<file path="src/design/sleep_shutdown_timer_defines.svh">
// ---------------------------------------------------------------------------
// Sleep and shutdown timer: assertion macros
// Shared property wrappers, clocked on clk and disabled while arst_n is low.
// ---------------------------------------------------------------------------
`ifndef SLEEP_SHUTDOWN_TIMER_DEFINES_SVH
`define SLEEP_SHUTDOWN_TIMER_DEFINES_SVH

// same-cycle implication
`define SST_ASSERT_NOW(label, ante, cons) \
	label: assert property (@(posedge clk) disable iff (!arst_n) (ante) |-> (cons)) \
		else $error("sleep_shutdown_timer: same-cycle check failed");

// next-cycle implication
`define SST_ASSERT_NEXT(label, ante, cons) \
	label: assert property (@(posedge clk) disable iff (!arst_n) (ante) |=> (cons)) \
		else $error("sleep_shutdown_timer: next-cycle check failed");

`endif

</file>
<file path="src/design/sst_pkg.sv">
// ---------------------------------------------------------------------------
// Sleep and shutdown timer: package
// Item types, status handoff struct, event and register codes.
// ---------------------------------------------------------------------------
package sst_pkg;

	// event kinds
	localparam logic [2:0] KIND_TICK     = 3'd0;
	localparam logic [2:0] KIND_SET      = 3'd1;
	localparam logic [2:0] KIND_CYCLE    = 3'd2;
	localparam logic [2:0] KIND_CANCEL   = 3'd3;
	localparam logic [2:0] KIND_ACTIVITY = 3'd4;
	localparam logic [2:0] KIND_REQUEST  = 3'd5;

	// shutdown causes
	localparam logic [1:0] CAUSE_NONE    = 2'd0;
	localparam logic [1:0] CAUSE_SLEEP   = 2'd1;
	localparam logic [1:0] CAUSE_REQUEST = 2'd2;

	// configuration register indexes
	localparam logic [2:0] CFG_SCREEN_OFF = 3'd0;
	localparam logic [2:0] CFG_PRESET_1   = 3'd1;
	localparam logic [2:0] CFG_PRESET_2   = 3'd2;
	localparam logic [2:0] CFG_PRESET_3   = 3'd3;
	localparam logic [2:0] CFG_PRESET_4   = 3'd4;

	localparam int unsigned CFG_DATA_W = 20;

	// remaining-seconds saturation
	localparam logic [16:0] REMAIN_MAX     = 17'd131071;
	localparam logic [31:0] REMAIN_MAX_MS  = 32'd131071000;

	typedef enum logic [1:0] {
		REM_ZERO   = 2'd0,
		REM_DIRECT = 2'd1,
		REM_SAT    = 2'd2,
		REM_DIV    = 2'd3
	} rem_mode_t;

	typedef struct packed {
		logic [2:0]  kind;
		logic [31:0] now_ms;
		logic        backlight_on;
		logic [10:0] minutes;
		logic [30:0] req_delay;
	} in_item_t;

	typedef struct packed {
		logic        screen_off_cmd;
		logic        shutdown_cmd;
		logic [1:0]  shutdown_cause;
		logic        timer_active;
		logic [10:0] preset_minutes;
		logic [16:0] remaining_seconds;
	} out_item_t;

	typedef struct packed {
		logic [19:0]      screen_off_wait;
		logic [3:0][10:0] presets;
	} cfg_t;

	// status after one item; amount holds minutes (direct) or ms to deadline (div)
	typedef struct packed {
		logic        scr;
		logic        shut;
		logic [1:0]  cause;
		logic        active;
		logic [10:0] preset;
		rem_mode_t   mode;
		logic [26:0] amount;
	} stat_t;

endpackage

</file>
<file path="src/design/sst_ctrl.sv">
// ---------------------------------------------------------------------------
// Sleep and shutdown timer: event controller
// Timer state, deadline compares and per-item status.
// ---------------------------------------------------------------------------
module sst_ctrl (
	input  logic             clk,
	input  logic             arst_n,
	input  logic             take,
	input  sst_pkg::in_item_t item,
	input  sst_pkg::cfg_t     cfg,
	output sst_pkg::stat_t    stat
);

	logic        active_q,  active_d;
	logic        started_q, started_d;
	logic [10:0] preset_q,  preset_d;
	logic [31:0] sleep_dl_q, sleep_dl_d;
	logic        armed_q,   armed_d;
	logic        last_bl_q, last_bl_d;
	logic [31:0] so_dl_q,   so_dl_d;
	logic        req_q,     req_d;
	logic [31:0] req_dl_q,  req_dl_d;

	logic        bl;
	logic [31:0] now;
	logic [31:0] delay32;
	logic [31:0] so_new;
	logic        rise;
	logic        so_fire;
	logic        req_due;
	logic        sleep_due;
	logic [31:0] ms_left;
	logic [10:0] cur;
	logic [10:0] cycle_next;
	logic        set_go;
	logic [10:0] set_m;
	logic [26:0] span;
	logic        scr;
	logic        shut;
	logic [1:0]  cause;

	// signed wrap compare: now at or past deadline
	function automatic logic reached(input logic [31:0] t, input logic [31:0] dl);
		logic [31:0] diff;
		diff = t - dl;
		return ~diff[31];
	endfunction

	assign bl        = item.backlight_on;
	assign now       = item.now_ms;
	assign delay32   = {12'd0, cfg.screen_off_wait};
	assign so_new    = now + delay32;
	assign rise      = bl && !last_bl_q;
	// on a rising edge the fresh deadline is due only for a zero delay
	assign so_fire   = bl && (rise ? (cfg.screen_off_wait == 20'd0)
	                               : (armed_q && reached(now, so_dl_q)));
	assign req_due   = req_q && reached(now, req_dl_q);
	assign sleep_due = reached(now, sleep_dl_q);
	assign ms_left   = sleep_dl_q - now;
	assign cur       = active_q ? preset_q : 11'd0;

	// preset list 0, p1..p4, first match, next entry wraps to 0
	always_comb begin
		if (cur == 11'd0) begin
			cycle_next = cfg.presets[0];
		end else if (cur == cfg.presets[0]) begin
			cycle_next = cfg.presets[1];
		end else if (cur == cfg.presets[1]) begin
			cycle_next = cfg.presets[2];
		end else if (cur == cfg.presets[2]) begin
			cycle_next = cfg.presets[3];
		end else if (cur == cfg.presets[3]) begin
			cycle_next = 11'd0;
		end else begin
			cycle_next = cfg.presets[0];
		end
	end

	assign set_m = (item.kind == sst_pkg::KIND_SET) ? item.minutes : cycle_next;
	assign span  = 27'(set_m) * 27'd60000;

	always_comb begin
		active_d   = active_q;
		started_d  = started_q;
		preset_d   = preset_q;
		sleep_dl_d = sleep_dl_q;
		armed_d    = armed_q;
		last_bl_d  = last_bl_q;
		so_dl_d    = so_dl_q;
		req_d      = req_q;
		req_dl_d   = req_dl_q;
		scr        = 1'b0;
		shut       = 1'b0;
		cause      = sst_pkg::CAUSE_NONE;
		set_go     = 1'b0;

		if (!started_q) begin
			case (item.kind)
				sst_pkg::KIND_TICK: begin
					if (req_due) begin
						shut  = 1'b1;
						cause = sst_pkg::CAUSE_REQUEST;
					end else if (active_q) begin
						if (rise) begin
							armed_d = 1'b1;
							so_dl_d = so_new;
						end else if (!bl) begin
							armed_d = 1'b0;
							so_dl_d = 32'd0;
						end
						last_bl_d = bl;
						if (so_fire) begin
							scr       = 1'b1;
							armed_d   = 1'b0;
							so_dl_d   = 32'd0;
							last_bl_d = 1'b0;
						end
						if (sleep_due) begin
							shut  = 1'b1;
							cause = sst_pkg::CAUSE_SLEEP;
						end
					end
					if (shut) begin
						active_d   = 1'b0;
						preset_d   = 11'd0;
						sleep_dl_d = 32'd0;
						armed_d    = 1'b0;
						so_dl_d    = 32'd0;
						req_d      = 1'b0;
						req_dl_d   = 32'd0;
						started_d  = 1'b1;
					end
				end
				sst_pkg::KIND_SET, sst_pkg::KIND_CYCLE: begin
					set_go = 1'b1;
				end
				sst_pkg::KIND_CANCEL: begin
					active_d   = 1'b0;
					preset_d   = 11'd0;
					sleep_dl_d = 32'd0;
					armed_d    = 1'b0;
					so_dl_d    = 32'd0;
					last_bl_d  = bl;
				end
				sst_pkg::KIND_ACTIVITY: begin
					if (active_q && bl) begin
						armed_d   = 1'b1;
						so_dl_d   = so_new;
						last_bl_d = 1'b1;
					end
				end
				sst_pkg::KIND_REQUEST: begin
					req_d    = 1'b1;
					req_dl_d = now + {1'b0, item.req_delay};
				end
				default: begin
				end
			endcase
		end

		if (set_go) begin
			last_bl_d = bl;
			if (set_m == 11'd0) begin
				active_d   = 1'b0;
				preset_d   = 11'd0;
				sleep_dl_d = 32'd0;
				armed_d    = 1'b0;
				so_dl_d    = 32'd0;
			end else begin
				active_d   = 1'b1;
				preset_d   = set_m;
				sleep_dl_d = now + {5'd0, span};
				armed_d    = bl;
				so_dl_d    = bl ? so_new : 32'd0;
			end
		end
	end

	// status for the remaining-seconds stage
	always_comb begin
		stat.scr    = scr;
		stat.shut   = shut;
		stat.cause  = cause;
		stat.active = active_d;
		stat.preset = active_d ? preset_d : 11'd0;
		stat.mode   = sst_pkg::REM_ZERO;
		stat.amount = 27'd0;
		if (active_d) begin
			if (set_go) begin
				// fresh deadline: exactly minutes * 60 s away
				stat.mode   = sst_pkg::REM_DIRECT;
				stat.amount = 27'(set_m);
			end else if (ms_left == 32'd0 || ms_left[31]) begin
				stat.mode = sst_pkg::REM_ZERO;
			end else if (ms_left > sst_pkg::REMAIN_MAX_MS) begin
				stat.mode = sst_pkg::REM_SAT;
			end else begin
				stat.mode   = sst_pkg::REM_DIV;
				stat.amount = ms_left[26:0];
			end
		end
	end

	always_ff @(posedge clk or negedge arst_n) begin
		if (!arst_n) begin
			active_q   <= 1'b0;
			started_q  <= 1'b0;
			preset_q   <= 11'd0;
			sleep_dl_q <= 32'd0;
			armed_q    <= 1'b0;
			last_bl_q  <= 1'b1;
			so_dl_q    <= 32'd0;
			req_q      <= 1'b0;
			req_dl_q   <= 32'd0;
		end else if (take) begin
			active_q   <= active_d;
			started_q  <= started_d;
			preset_q   <= preset_d;
			sleep_dl_q <= sleep_dl_d;
			armed_q    <= armed_d;
			last_bl_q  <= last_bl_d;
			so_dl_q    <= so_dl_d;
			req_q      <= req_d;
			req_dl_q   <= req_dl_d;
		end
	end

endmodule

</file>
<file path="src/design/sst_remain.sv">
// ---------------------------------------------------------------------------
// Sleep and shutdown timer: remaining seconds
// Rounds milliseconds up to seconds by reciprocal multiply; builds the result.
// ---------------------------------------------------------------------------
module sst_remain (
	input  sst_pkg::stat_t    stat,
	output sst_pkg::out_item_t result
);

	// ceil(2^37 / 1000); exact quotient for every value below 2^27
	localparam int unsigned SHIFT = 37;
	localparam logic [27:0] RECIP = 28'd137438954;

	logic [26:0] biased;
	logic [54:0] prod;
	logic [16:0] by_min;
	logic [16:0] secs;

	assign biased = stat.amount + 27'd999;
	assign prod   = 55'(biased) * 55'(RECIP);
	// minutes * 60 as (m << 6) - (m << 2)
	assign by_min = {stat.amount[10:0], 6'd0} - {4'd0, stat.amount[10:0], 2'd0};

	always_comb begin
		case (stat.mode)
			sst_pkg::REM_ZERO:   secs = 17'd0;
			sst_pkg::REM_DIRECT: secs = by_min;
			sst_pkg::REM_SAT:    secs = sst_pkg::REMAIN_MAX;
			sst_pkg::REM_DIV:    secs = prod[SHIFT+16:SHIFT];
			default:             secs = 17'd0;
		endcase
	end

	assign result.screen_off_cmd    = stat.scr;
	assign result.shutdown_cmd      = stat.shut;
	assign result.shutdown_cause    = stat.cause;
	assign result.timer_active      = stat.active;
	assign result.preset_minutes    = stat.preset;
	assign result.remaining_seconds = secs;

endmodule

</file>
<file path="src/design/sleep_shutdown_timer.sv">
// ---------------------------------------------------------------------------
// Sleep and shutdown timer
// Event-driven sleep, screen-off and delayed-shutdown timer, one item a cycle.
// ---------------------------------------------------------------------------
//
//  channel   handshake                 payload
//  -------   -----------------------   ---------------------------------
//  in        in_valid / in_stall       in_item   (sst_pkg::in_item_t)
//  out       out_valid / out_stall     out_item  (sst_pkg::out_item_t)
//  config    cfg_we                    cfg_index, cfg_data (write only)
//
//  Throughput is one item per cycle while out_stall is low; items pass the
//  input register (s1), status register (s2) and output register in turn.
//  The timer state updates as an item leaves s1; the reciprocal multiply
//  for remaining seconds sits alone between s2 and the output register.
//  Reset loads default registers (15000 ms, presets 15/30/60/90) and idle state.
//  Each stage advances when the one ahead is empty or moving, so bubbles
//  close up; in_stall rises only when all three stages hold items and
//  out_stall is high.
//
module sleep_shutdown_timer (
	input  logic               clk,
	input  logic               arst_n,
	input  logic               in_valid,
	output logic               in_stall,
	input  sst_pkg::in_item_t  in_item,
	output logic               out_valid,
	input  logic               out_stall,
	output sst_pkg::out_item_t out_item,
	input  logic               cfg_we,
	input  logic [2:0]         cfg_index,
	input  logic [sst_pkg::CFG_DATA_W-1:0] cfg_data
);

	// configuration registers
	sst_pkg::cfg_t cfg_q;

	// pipeline
	logic               v_s1;
	sst_pkg::in_item_t  item_s1;
	logic               v_s2;
	sst_pkg::stat_t     stat_s2;
	sst_pkg::stat_t     stat_d;
	sst_pkg::out_item_t result_d;

	logic en_out;
	logic en_s2;
	logic en_s1;
	logic take;

	assign en_out   = !out_valid || !out_stall;
	assign en_s2    = !v_s2 || en_out;
	assign en_s1    = !v_s1 || en_s2;
	assign take     = v_s1 && en_s2;
	assign in_stall = !en_s1;

	// register writes; indexes past the list are dropped
	always_ff @(posedge clk or negedge arst_n) begin
		if (!arst_n) begin
			cfg_q.screen_off_wait <= 20'd15000;
			cfg_q.presets[0]      <= 11'd15;
			cfg_q.presets[1]      <= 11'd30;
			cfg_q.presets[2]      <= 11'd60;
			cfg_q.presets[3]      <= 11'd90;
		end else if (cfg_we) begin
			case (cfg_index)
				sst_pkg::CFG_SCREEN_OFF: cfg_q.screen_off_wait <= cfg_data[19:0];
				sst_pkg::CFG_PRESET_1:   cfg_q.presets[0] <= cfg_data[10:0];
				sst_pkg::CFG_PRESET_2:   cfg_q.presets[1] <= cfg_data[10:0];
				sst_pkg::CFG_PRESET_3:   cfg_q.presets[2] <= cfg_data[10:0];
				sst_pkg::CFG_PRESET_4:   cfg_q.presets[3] <= cfg_data[10:0];
				default: begin
				end
			endcase
		end
	end

	// stage 1: input register
	always_ff @(posedge clk or negedge arst_n) begin
		if (!arst_n) begin
			v_s1 <= 1'b0;
		end else if (en_s1) begin
			v_s1 <= in_valid;
		end
	end

	always_ff @(posedge clk) begin
		if (en_s1 && in_valid) begin
			item_s1 <= in_item;
		end
	end

	// event decode, deadlines and timer state
	sst_ctrl u_ctrl (
		.clk    (clk),
		.arst_n (arst_n),
		.take   (take),
		.item   (item_s1),
		.cfg    (cfg_q),
		.stat   (stat_d)
	);

	// stage 2: status register
	always_ff @(posedge clk or negedge arst_n) begin
		if (!arst_n) begin
			v_s2 <= 1'b0;
		end else if (en_s2) begin
			v_s2 <= v_s1;
		end
	end

	always_ff @(posedge clk) begin
		if (take) begin
			stat_s2 <= stat_d;
		end
	end

	// remaining seconds and result assembly
	sst_remain u_remain (
		.stat   (stat_s2),
		.result (result_d)
	);

	// output register
	always_ff @(posedge clk or negedge arst_n) begin
		if (!arst_n) begin
			out_valid <= 1'b0;
		end else if (en_out) begin
			out_valid <= v_s2;
		end
	end

	always_ff @(posedge clk) begin
		if (en_out && v_s2) begin
			out_item <= result_d;
		end
	end

`include "sleep_shutdown_timer_defines.svh"

	// a shutdown always names its cause and stops the timer
	`SST_ASSERT_NOW(a_shut_cause, out_valid && out_item.shutdown_cmd, out_item.shutdown_cause != sst_pkg::CAUSE_NONE && !out_item.timer_active)
	// idle timer reports nothing left
	`SST_ASSERT_NOW(a_idle_zero, out_valid && !out_item.timer_active, out_item.remaining_seconds == 17'd0 && out_item.preset_minutes == 11'd0)
	// an empty output stage never backs up the input
	`SST_ASSERT_NOW(a_no_false_stall, !out_valid, !in_stall)
	// shutdown latches: the next result cannot be another shutdown
	`SST_ASSERT_NEXT(a_shut_once, out_valid && !out_stall && out_item.shutdown_cmd, !(out_valid && out_item.shutdown_cmd))

endmodule

</file>
<file path="config.mk">
export PLATFORM = sky130hd
export DESIGN_NAME = sleep_shutdown_timer
export DESIGN_NICKNAME = d
export VERILOG_FILES = /design/src/design/sst_pkg.sv /design/src/design/sst_ctrl.sv /design/src/design/sst_remain.sv /design/src/design/sleep_shutdown_timer.sv
export VERILOG_INCLUDE_DIRS = /design/src /design/src/design
export SDC_FILE = /design/constraint.sdc
export NUM_CORES = 2
export LEC_CHECK = 0
export BUFFER_PORTS_ARGS = -buffer_cell sky130_fd_sc_hd__buf_2
export CAP_MARGIN = 40
export CORE_MARGIN = 3
export CORE_UTILIZATION = 50
export DETAILED_ROUTE_END_ITERATION = 7
export MAX_ROUTING_LAYER = met4
export PLACE_DENSITY = 0.67
export SLEW_MARGIN = 5
export SYNTH_ARGS = -nofsm -noshare
export SYNTH_HDL_FRONTEND = slang
export SYNTH_HIERARCHICAL = 1
export SYNTH_SLANG_ARGS = --single-unit
</file>
<file path="constraint.sdc">
create_clock -name clk -period 9.2 [get_ports clk]
set_input_delay 0.46 -clock clk [delete_from_list [all_inputs] [get_ports clk]]
set_output_delay 0.46 -clock clk [all_outputs]
set_load 0.02 [all_outputs]
</file>
==> impl_metrics.ini <==
[outcome]
status = complete, no violations

[logic_synthesis]
synthesis.instances = 3875
synth_top_area_share = 0.178
synth-edff-count = 156
avgSynthCellArea_um2 = 9.57
ys_seq_area_frac = 0.248
synthesis.area_um2 = 37100
async_flop_share = 0.534
ys.flop_type = edfxtp_1
ys_ff_latch = 335
synthesis.nets = 4771
yosysTopAreaCell = ha_1
synth_cell_types = 117
yosysWarnings = 6
synth_area_leaders = ha_1 (18%), fa_1 (14%), edfxtp_1 (13%)

[global_route]
antenna_found_initial = 2
track_usage = 0.269
grt_max_degree = 72
grt_pass1_wl_um = 159000
overflow = 0
grt_pass1_vias = 28800

[floorplanning]
io_pins = 141
fp.dieArea_um2 = 77500
die_h_um = 278
die_w_um = 278
row_count = 99
initial_core_util = 0.507
core_area_um2 = 73200

[layout]
fillers = 6617
nets = 4934
syn_to_final_growth_pct = 9.30
drive_gt1_frac = 0.118

[setup_path]
cp-endpoint = u_ctrl/sleep_dl_q[30]
max_stage_delay_ps = 520
cp_common_cell = fa_1
cp_max_fo = 10
end_kind = register
r2r-start = u_ctrl/preset_q[1]
crit_type = register to register
reg2reg_depth = 35
cp_data_arrival_time_ps = 9250
crit_start = u_ctrl/preset_q[1]
r2r_slack_ps = 360
required_ps = 9610
worst_setup_path_start_kind = register
r2r-end = u_ctrl/sleep_dl_q[30]
cp_slowest_cell = fa_1

[timing]
tightest_slew_ps = 917
period_needed_ps = 8840
slew_headroom = 0.389
period_share = 0.961
setup_viol = 0
finalClockSkew_ps = 36.4
slew_violations = 0
layout_setup_ws_ps = 358
max_freq_ghz = 0.113
final-hold-violation-count = 0

[detailed_routing]
avgRoutedWirePerCell_um = 20.2
drc_errors = 0
drt_iter0_markers = 1887
vias = 28600
routed_wl_um = 102000
vias_per_cell = 5.68
detail-route-antenna-nets = 0
drtPass1Iterations = 6

[clock_tree]
cts_sinks = 335
cts.path.max_buffers = 3
ctsRootBufferMaster = clkbuf_16
cts.clk_slew.worst_paths_ps = 70
cts_tree = yes
h-tree-depth = 2
clock_latency_ps = 590
numCtsBuffers = 41

[worst_hold_path]
min_path_type = primary input to register
min_path_cells = 1

[job]
maxCapViolCount = 0

[placed_design]
hpwl_um = 83400
pre_cts_slack_ps = 164
gp_congestion = 1.03
portBuffers = 140
==> metrics by stage <==
stage	std cells	hold WS [ps]	util	cell area, µm²	TNS, ps
4_1_cts	5028	11.4	0.552	40400	0
5_1_grt	5030	19.1	0.554	40500	-4.60
2_1_floorplan	3875	164	-	37100	0
6_report	5031	44.8	0.554	40500	0
3_3_place_gp	4946	402	0.533	39000	0
3_5_place_dp	4951	405	0.534	39100	0
==> routing by layer <==
layer / up-vias / global-route usage / wire length, µm
met2: 804 / 0.465 / 50600
met1: 13900 / 0.330 / 42700
met3: 203 / 0.0283 / 4690
met5: - / - / 0
met4: 0 / 0.0926 / 3900
li1: 13700 / - / -
==> logic make-up after synthesis <==
group,after synthesis,synth area share
xor+xnor,223,0.0539
simple gates,808,0.106
fa+ha+maj,791,0.320
flops,335,0.248
buf+inv,803,0.0883
compound gates,828,0.155
mux,87,0.0287
==> cell usage in the layout (no fill, tap or decap), types with 15 or more instances in the layout <==
cell         n
a211oi_1    42
a21o_1      92
a21oi_1    177
a22o_1      37
a22oi_1     18
a31oi_1     28
and3_1      26
buf_2      139
buf_4       89
clkbuf_16   41
dfrtp_1    151
dfstp_2     24
edfxtp_1   156
fa_1       262
ha_1       528
inv_1      685
mux2_2      34
mux2_4      30
mux2i_1     22
nand2_1    226
nand2b_1    30
nand3_1     58
nand3b_1    17
nand4_1     32
nor2_1     233
nor2b_1     19
nor3_1      50
nor4_1      24
o2111ai_1   15
o211ai_1    15
o21a_1      26
o21ai_0    156
o21bai_1    21
o22ai_1     22
or2_2       16
or3_1       18
xnor2_1    159
xor2_1      59
==> critical path, delay by kind of cell, from the launching register on <==
family	cells	cell delay (ps)
buf+inv	4	480
compound gates	14	2830
flops	1	490
fa+ha+maj	7	2890
simple gates	7	1510
xor+xnor	3	490
==> what timing repair did <==
| item | in CTS | in global routing |
|---|---|---|
| setup endpoints to repair | 0 | 13 |
| buffers inserted | 0 | 1 |
| endpoints found under the hold margin | 41 | 0 |
| resized for setup | 0 | 18 |
| hold buffers | 1 | 0 |
==> worst min path at each step <==
stage                               to   startpoint  slack [ps]
after floorplan              cfg_q[10]       arst_n         160
after global placement    out_item[31]  stat_s2[43]         400
after detailed placement  out_item[18]  stat_s2[30]         400
after CTS                  item_s1[19]  in_item[19]          10
after global routing       item_s1[72]  in_item[72]          20
final                      item_s1[58]  in_item[58]          40
==> Yosys cell counts (22+ instances only) <==
cell / instances
a31oi_1: 28
buf_4: 22
mux2_2: 34
nand2b_1: 30
a21oi_1: 179
nor2_1: 233
and3_1: 26
buf_2: 29
fa_1: 262
nand2_1: 226
inv_1: 685
nor3_1: 51
dfrtp_1: 155
edfxtp_1: 156
a21o_1: 92
mux2i_1: 22
o21ai_0: 158
nand3_1: 59
a211oi_1: 42
a22o_1: 37
nor4_1: 25
clkbuf_1: 43
xnor2_1: 161
ha_1: 528
mux2_4: 30
nand4_1: 32
o21a_1: 26
dfstp_2: 24
o22ai_1: 22
xor2_1: 59
==> state kept, by name, summed over array words and instances (netlist names), 11 cells and up <==
name / count
item_s1: 78
cfg_q: 64
stat_s2: 45
out_item: 33
u_ctrl/req_dl_q: 32
u_ctrl/sleep_dl_q: 32
u_ctrl/so_dl_q: 32
u_ctrl/preset_q: 11
==> layout make-up <==
cell class / count / area, µm² / share of cell area
multi-input cells: 2737 / 24700 / 0.610
repair buffers: 235 / 1480 / 0.0365
well taps: 959 / 1200 / 0.0296
clock inverters: 15 / 186 / 0.00460
clock buffers: 61 / 1180 / 0.0291
inverters: 688 / 2580 / 0.0637
flip-flops and latches: 335 / 9200 / 0.227
diodes: 1 / 2.50 / 0.0000617
Power is left out: the tool's default activity adds up to more than one toggle a clock period on the data nets, which glitch-free logic cannot reach.
